$ cat config.mk
export PLATFORM = sky130hd
export DESIGN_NAME = periodic_neighbor_cell_enumerator_top
export DESIGN_NICKNAME = d
export VERILOG_FILES = /design/src/design/pnce_pkg.sv /design/src/design/pnce_seq.sv /design/src/design/pnce_lane.sv /design/src/design/pnce_merge.sv /design/src/design/periodic_neighbor_cell_enumerator_top.sv
export SDC_FILE = /design/constraint.sdc
export NUM_CORES = 1
export LEC_CHECK = 0
export ABC_AREA = 1
export BUFFER_PORTS_ARGS = -buffer_cell sky130_fd_sc_hd__buf_2
export CAP_MARGIN = 20
export CORE_MARGIN = 2
export CORE_UTILIZATION = 30
export CTS_CLUSTER_SIZE = 30
export DETAILED_ROUTE_END_ITERATION = 10
export PLACE_DENSITY = 0.54
export SLEW_MARGIN = 20
export SYNTH_ARGS = -nofsm -noshare
export SYNTH_HDL_FRONTEND = slang
export SYNTH_SLANG_ARGS = --single-unit
$ cat constraint.sdc
create_clock -name aclk -period 11.15 [get_ports aclk]
set_input_delay 2.23 -clock aclk [delete_from_list [all_inputs] [get_ports aclk]]
set_output_delay 2.23 -clock aclk [all_outputs]
set_load 0.02 [all_outputs]
$ cat src/design/pnce_pkg.sv
package pnce_pkg;

    localparam int AXES_MAX        = 3;
    localparam int DIMS_DEF        = 3;
    localparam int COORD_BITS_DEF  = 8;
    localparam int FIELD_BITS      = 8;
    localparam int N_BITS          = 9;
    localparam int WC_BITS         = 11;
    localparam int INDEX_BITS      = 24;
    localparam int APB_ADDR_BITS   = 3;
    localparam int APB_DATA_BITS   = 32;

    localparam logic [N_BITS-1:0] CELLS_RESET  = 9'd16;
    localparam logic              RADIUS_RESET = 1'b1;

    localparam logic REG_CELLS  = 1'b0;
    localparam logic REG_RADIUS = 1'b1;

    typedef logic [1:0]                   digit_t;
    typedef logic [FIELD_BITS-1:0]        coord_t;
    typedef logic [N_BITS-1:0]            cells_t;
    typedef logic signed [WC_BITS-1:0]    wcoord_t;
    typedef logic [INDEX_BITS-1:0]        index_t;

    typedef struct packed {
        logic valid;
        logic last;
    } ctl_t;

endpackage

$ cat src/design/pnce_seq.sv
module pnce_seq #(
    parameter int DIMS       = 3,
    parameter int COORD_BITS = 8
) (
    input  logic                                aclk,
    input  logic                                aresetn,
    input  logic                                s_tvalid,
    output logic                                s_tready,
    input  pnce_pkg::coord_t                    coord_in [pnce_pkg::AXES_MAX],
    input  logic                                radius,
    input  logic                                en,
    output pnce_pkg::coord_t                    held     [pnce_pkg::AXES_MAX],
    output pnce_pkg::digit_t                    digits   [pnce_pkg::AXES_MAX],
    output pnce_pkg::ctl_t                      issue
);
    import pnce_pkg::*;

    localparam int      MASK_WIDE  = (1 << COORD_BITS) - 1;
    localparam coord_t  COORD_MASK = coord_t'(MASK_WIDE);

    coord_t held_reg   [AXES_MAX];
    coord_t held_next  [AXES_MAX];
    digit_t digits_reg [AXES_MAX];
    digit_t digits_next[AXES_MAX];
    digit_t stepped    [AXES_MAX];
    logic   busy_reg;
    logic   busy_next;
    logic   last_combo;
    logic   accept;
    digit_t top;

    assign top = {radius, 1'b0};

    always_comb begin
        logic carry;
        carry = 1'b1;
        for (int a = 0; a < AXES_MAX; a++) begin
            stepped[a] = digits_reg[a];
            if (a < DIMS && carry) begin
                if (digits_reg[a] < top) begin
                    stepped[a] = digits_reg[a] + 2'd1;
                    carry      = 1'b0;
                end else begin
                    stepped[a] = '0;
                end
            end
        end
        last_combo = carry;
    end

    assign s_tready = !busy_reg || (en && last_combo);
    assign accept   = s_tvalid && s_tready;

    always_comb begin
        held_next   = held_reg;
        digits_next = digits_reg;
        busy_next   = busy_reg;
        if (en && busy_reg) begin
            digits_next = stepped;
            if (last_combo) begin
                busy_next = 1'b0;
            end
        end
        if (accept) begin
            for (int a = 0; a < AXES_MAX; a++) begin
                held_next[a]   = (a < DIMS) ? (coord_in[a] & COORD_MASK) : '0;
                digits_next[a] = '0;
            end
            busy_next = 1'b1;
        end
    end

    always_ff @(posedge aclk) begin
        if (!aresetn) begin
            busy_reg <= 1'b0;
            for (int a = 0; a < AXES_MAX; a++) begin
                digits_reg[a] <= '0;
                held_reg[a]   <= '0;
            end
        end else begin
            busy_reg    <= busy_next;
            digits_reg  <= digits_next;
            held_reg    <= held_next;
        end
    end

    assign held        = held_reg;
    assign digits      = digits_reg;
    assign issue.valid = busy_reg;
    assign issue.last  = last_combo;

endmodule

$ cat src/design/pnce_lane.sv
module pnce_lane (
    input  logic                aclk,
    input  logic                en,
    input  pnce_pkg::coord_t    held,
    input  pnce_pkg::digit_t    digit,
    input  logic                radius,
    input  pnce_pkg::cells_t    cells,
    output pnce_pkg::wcoord_t   wrapped
);
    import pnce_pkg::*;

    wcoord_t sum;
    wcoord_t n_s;
    wcoord_t wrapped_next;
    wcoord_t wrapped_reg;

    assign sum = $signed({3'b000, held}) + $signed({9'd0, digit})
               - $signed({10'd0, radius});
    assign n_s = $signed({2'b00, cells});

    always_comb begin
        if (sum >= n_s) begin
            wrapped_next = sum - n_s;
        end else if (sum[WC_BITS-1]) begin
            wrapped_next = sum + n_s;
        end else begin
            wrapped_next = sum;
        end
    end

    always_ff @(posedge aclk) begin
        if (en) begin
            wrapped_reg <= wrapped_next;
        end
    end

    assign wrapped = wrapped_reg;

endmodule

$ cat src/design/pnce_merge.sv
module pnce_merge (
    input  logic                aclk,
    input  logic                aresetn,
    input  logic                en,
    input  pnce_pkg::cells_t    cells,
    input  pnce_pkg::wcoord_t   wrapped [pnce_pkg::AXES_MAX],
    input  pnce_pkg::ctl_t      ctl_in,
    output pnce_pkg::index_t    index_out,
    output pnce_pkg::ctl_t      ctl_out
);
    import pnce_pkg::*;

    index_t ext [AXES_MAX];
    index_t n_ext;
    index_t part_reg;
    index_t part_next;
    index_t low_reg;
    index_t index_reg;
    index_t index_next;
    ctl_t   mid_ctl_reg;
    ctl_t   out_ctl_reg;

    always_comb begin
        for (int a = 0; a < AXES_MAX; a++) begin
            ext[a] = index_t'(wrapped[a]);
        end
    end

    assign n_ext      = index_t'(cells);
    assign part_next  = ext[1] + n_ext * ext[2];
    assign index_next = low_reg + n_ext * part_reg;

    always_ff @(posedge aclk) begin
        if (en) begin
            part_reg  <= part_next;
            low_reg   <= ext[0];
            index_reg <= index_next;
        end
    end

    always_ff @(posedge aclk) begin
        if (!aresetn) begin
            mid_ctl_reg <= '0;
            out_ctl_reg <= '0;
        end else if (en) begin
            mid_ctl_reg <= ctl_in;
            out_ctl_reg <= mid_ctl_reg;
        end
    end

    assign index_out = index_reg;
    assign ctl_out   = out_ctl_reg;

endmodule

$ cat src/design/periodic_neighbor_cell_enumerator_top.sv
// Periodic neighbor-cell enumerator. Each item on the s_ side carries the coordinates of one
// grid cell; the block returns on the m_ side the linear index x + n*(y + n*z) of every cell
// within radius on each axis, wrapping once at the cells_per_axis boundary, axis 0 stepping
// fastest, with tlast on the final index. An item yields (2*radius+1)^DIMS indexes, 27 for
// radius 1 in three dimensions. An offset odometer issues one neighbor per cycle, unless
// m_tready holds the pipeline, to a lane per axis, whose wrapped coordinates a two-multiplier
// merge stage folds into the index. The next item is accepted in the cycle the last neighbor
// of the current one issues. Each index passes the sequencer, lane and merge registers in turn;
// m_tready low holds the whole pipeline. Write cells_per_axis (address 0) and radius
// (address 4) only while no item is in flight.
module periodic_neighbor_cell_enumerator_top #(
    parameter int DIMS       = pnce_pkg::DIMS_DEF,
    parameter int COORD_BITS = pnce_pkg::COORD_BITS_DEF
) (
    input  logic                                    aclk,
    input  logic                                    aresetn,
    input  logic                                    s_tvalid,
    output logic                                    s_tready,
    input  logic [23:0]                             s_tdata,  // coord_x, coord_y, coord_z
    output logic                                    m_tvalid,
    input  logic                                    m_tready,
    output logic [23:0]                             m_tdata,  // neighbor_index
    output logic                                    m_tlast,
    input  logic                                    psel,
    input  logic                                    penable,
    input  logic                                    pwrite,
    input  logic [pnce_pkg::APB_ADDR_BITS-1:0]      paddr,
    input  logic [pnce_pkg::APB_DATA_BITS-1:0]      pwdata,
    output logic [pnce_pkg::APB_DATA_BITS-1:0]      prdata,
    output logic                                    pready
);
    import pnce_pkg::*;

    cells_t  cells_reg;
    logic    radius_reg;
    logic    wr_en;
    logic    en;
    coord_t  coord_in [AXES_MAX];
    coord_t  held     [AXES_MAX];
    digit_t  digits   [AXES_MAX];
    wcoord_t wrapped  [AXES_MAX];
    ctl_t    issue;
    ctl_t    lane_ctl_reg;
    ctl_t    out_ctl;
    index_t  index_out;

    assign pready = 1'b1;
    assign wr_en  = psel && penable && pwrite && pready;

    always_ff @(posedge aclk) begin
        if (!aresetn) begin
            cells_reg  <= CELLS_RESET;
            radius_reg <= RADIUS_RESET;
        end else if (wr_en) begin
            unique case (paddr[2])
                REG_CELLS:  cells_reg  <= pwdata[N_BITS-1:0];
                REG_RADIUS: radius_reg <= pwdata[0];
                default: ;
            endcase
        end
    end

    always_comb begin
        unique case (paddr[2])
            REG_CELLS:  prdata = APB_DATA_BITS'(cells_reg);
            REG_RADIUS: prdata = APB_DATA_BITS'(radius_reg);
            default:    prdata = '0;
        endcase
    end

    assign en = !m_tvalid || m_tready;

    assign coord_in[0] = s_tdata[7:0];
    assign coord_in[1] = s_tdata[15:8];
    assign coord_in[2] = s_tdata[23:16];

    pnce_seq #(
        .DIMS       (DIMS),
        .COORD_BITS (COORD_BITS)
    ) u_seq (
        .aclk     (aclk),
        .aresetn  (aresetn),
        .s_tvalid (s_tvalid),
        .s_tready (s_tready),
        .coord_in (coord_in),
        .radius   (radius_reg),
        .en       (en),
        .held     (held),
        .digits   (digits),
        .issue    (issue)
    );

    for (genvar a = 0; a < AXES_MAX; a++) begin : g_lane
        if (a < DIMS) begin : g_used
            pnce_lane u_lane (
                .aclk    (aclk),
                .en      (en),
                .held    (held[a]),
                .digit   (digits[a]),
                .radius  (radius_reg),
                .cells   (cells_reg),
                .wrapped (wrapped[a])
            );
        end else begin : g_unused
            assign wrapped[a] = '0;
        end
    end

    always_ff @(posedge aclk) begin
        if (!aresetn) begin
            lane_ctl_reg <= '0;
        end else if (en) begin
            lane_ctl_reg <= issue;
        end
    end

    pnce_merge u_merge (
        .aclk      (aclk),
        .aresetn   (aresetn),
        .en        (en),
        .cells     (cells_reg),
        .wrapped   (wrapped),
        .ctl_in    (lane_ctl_reg),
        .index_out (index_out),
        .ctl_out   (out_ctl)
    );

    assign m_tvalid = out_ctl.valid;
    assign m_tlast  = out_ctl.last;
    assign m_tdata  = index_out;

endmodule

==> impl_metrics.yaml <==
cells_and_area:
  syn2layout_area_growth_pct: 7.85
  drive_gt1_share_pct: 6.01
  antenna-diode-count: 0
  largest_reg_flops: 33
  fillers: 7393
  nNetsFinal: 3245
synth:
  synth_seq_cells: 139
  synth_top_area_share_pct: 23.1
  synth-seq-area-share_pct: 17.9
  async_flop_share_pct: 0
  synth_edf_count: 92
  synthTopCellsByCount: "nand2_1, inv_1, fa_1"
  synth_ff_type: "edfxtp_1"
  yosysWarnings: 0
  syn_area_um2: 20700
  syn_avg_cell_area_um2: 7.51
  synth_top_cell_by_area: "fa_1"
  synth.most_common_cell: "nand2_1"
  yosys-top-cells-area: "fa_1, edfxtp_1, nand2_1"
  ys_types: 47
  syn_inst: 2762
timing:
  slew_headroom_pct: 31.5
  rsz0062_at_grt: "false"
  report.final.slew_viol_count: 0
  hold_violations: 0
  final.setup_skew_ps: 15.9
  fmax_mhz: 143
  min_period_over_period_pct: 62.9
  finalCriticalPeriod_ps: 7010
  final.setup.worst_slack_ps: 4140
  setup_tns_ps: 0
  setup_viol: 0
  tightest_slew_ps: 1030
critical_path:
  worstPathArrival_ps: 7210
  r2r_start: "cells_reg[1]"
  cp-end-kind: "flop"
  slowest_stage: "fa_1"
  cpMostUsedCell: "inv_1"
  r2r_cells: 26
  critPathMaxStageDelay_ps: 800
  reg2reg_setup_slack_ps: 4140
  cp-start-kind: "flop"
  critical_path_class: "reg -> reg"
  regToRegEndpoint: "u_merge.part_reg[21]"
  cp_max_fo: 41
  required_ps: 11350
hold_path:
  hp-start: "g_lane[0].g_used.u_lane.wrapped[4]"
  hold_end: "u_merge.low_reg[4]"
  min_path_type: "reg -> reg"
  min_path_cells: 0
power_and_ir_drop:
  p_leak_nw: 12.0
  power_frac_comb_pct: 69.8
  internal_power_mw: 2.75
  seq_power_share_pct: 20.4
  pwr-share-clk_pct: 9.8
  power.net_switching_mw: 3.09
  switching_share_pct: 52.9
  ir_drop_uv: 149
  power_density_nw_per_um2: 261
place:
  hpwl_mm: 39.9
  globalplace.congestion: 0.865
  io_buffer_count: 76
  dp_slack_ps: 4120
clock_network:
  hold_buffers: 0
  cts_sinks: 139
  cts_setup_buffers: 0
  root_buffer: "clkbuf_16"
  h-tree-depth: 4
  clockBufferDepth: 2
  cts_tree: "built"
  clk_latency_ps: 460
  clk_transition_reported_paths_ps: 70
  cts_buffers: 17
  cts_resized: 0
global_route:
  met3_usage_pct: 1.82
  grt_max_degree: 82
  use_met2_pct: 25.2
  grt_use_total_pct: 14.7
  top_usage_layer: "met2"
  met1_usage_pct: 19.9
  antenna_found_initial: 1
  grt_pass1_vias: 16987
  overflow: 0
  grt_pass1_wl_mm: 84.7
detailed_routing:
  drc_errors: 0
  drtIter0Drc: 694
  wire_per_inst_um: 13.7
  detail-route-antenna-nets: 0
  vias_per_cell: 4.54
  routed_wl_mm: 50.3
  firstDrtPassIters: 5
  vias: 16621
floorplanning:
  dieArea_um2: 71300
  die_h_um: 267
  rows: 96
  fp.dieW_um: 267
  pin_count: 126
  core_um2: 68500
  start_util_pct: 30.3
run_status:
  outcome: "finished, final reports clean"
flow_run:
  maxCapViolCount: 0
power groups by stage:
stage / combinational (mW) / clock [mW] / sequential [mW]
2_1_floorplan: 3.21 / 0 / 1.08
5_1_grt: 4.74 / 0.613 / 1.22
6_report: 4.08 / 0.573 / 1.19
4_1_cts: 4.11 / 0.593 / 1.21
3_3_place_gp: 4.07 / 0 / 1.22
3_5_place_dp: 4.09 / 0 / 1.22
cell families after synthesis:
family	count (synthesis)	synth area share (%)
and+or+nand+nor	1108	22.8
buffers and inverters	685	13.1
DFF	139	17.9
xor gates and xnor gates	116	4.90
adders and majority gates	412	33.5
AOI/OAI and AO/OA	300	7.79
other	2	0.0362
per-stage QoR:
step	utilization (%)	hold WS (ps)	instance area, um^2	power, mW	instances
floorplan	-	400	20800	4.29	2784
global placement	31.8	402	21800	5.29	3629
detailed placement	31.8	405	21800	5.31	3629
CTS	32.6	411	22400	5.91	3661
global route	32.7	426	22400	6.57	3662
finish	32.7	414	22400	5.84	3662
final cells by class:
type	count	area, um^2	share of cell area [%]
clock inverter	15	151	0.677
sequential	139	3710	16.6
tap	882	1100	4.93
clock buffer	17	425	1.90
inverter	561	2110	9.43
multi-input combinational	1960	14400	64.4
timing repair buffer	88	478	2.14
worst max-delay path by stage:
stage	startpoint	end	cells after the start
after floorplan	cells_reg[1]	u_merge.part_reg[18]	27
after global placement	cells_reg[1]	u_merge.part_reg[21]	26
after detailed placement	cells_reg[1]	u_merge.part_reg[23]	26
after CTS	cells_reg[1]	u_merge.part_reg[23]	26
after global routing	cells_reg[1]	u_merge.part_reg[21]	26
final	cells_reg[1]	u_merge.part_reg[21]	26
layout by cell type, fill, tap and decap left out, types with 4 or more instances in the layout:
master,Yosys,final
nand2_2,18,18
nor2_4,4,4
inv_8,0,6
buf_2,12,76
o31ai_1,4,4
nor4_1,9,9
a21oi_1,146,146
nand3_2,6,6
fa_1,239,239
nand3b_1,8,8
edfxtp_1,92,92
o211ai_1,6,6
o21ai_1,13,13
xor2_1,90,90
nand2_1,705,705
o21ai_0,97,97
a31oi_1,6,6
and2_1,5,5
buf_4,26,11
nand3_4,4,4
ha_1,173,173
o21a_1,5,5
clkbuf_16,0,17
nand3_1,135,135
nand4_1,29,29
a21o_1,5,5
conb_1,2,24
inv_1,557,556
inv_2,4,4
nor3_1,18,18
nor2_2,6,6
o21bai_1,10,10
xnor2_1,26,26
dfxtp_1,47,45
nor2_1,154,154
worst max-delay path, delay by kind of cell (launching register included):
| kind | cells | cell delay, ps |
|---|---|---|
| adder cells (fa/ha/maj) | 7 | 3710 |
| XOR/XNOR | 1 | 90 |
| buffers and inverters | 8 | 1010 |
| flip-flops | 1 | 310 |
| AND/OR/NAND/NOR | 10 | 1570 |
layer usage:
metal  up-vias  share of wire (%)
li1       8482                  -
met4         0                1.3
met3        45                3.1
met1      7852                 48
met5         -                  0
met2       242                 47
Note: power is estimated with default switching activity, not from simulation.
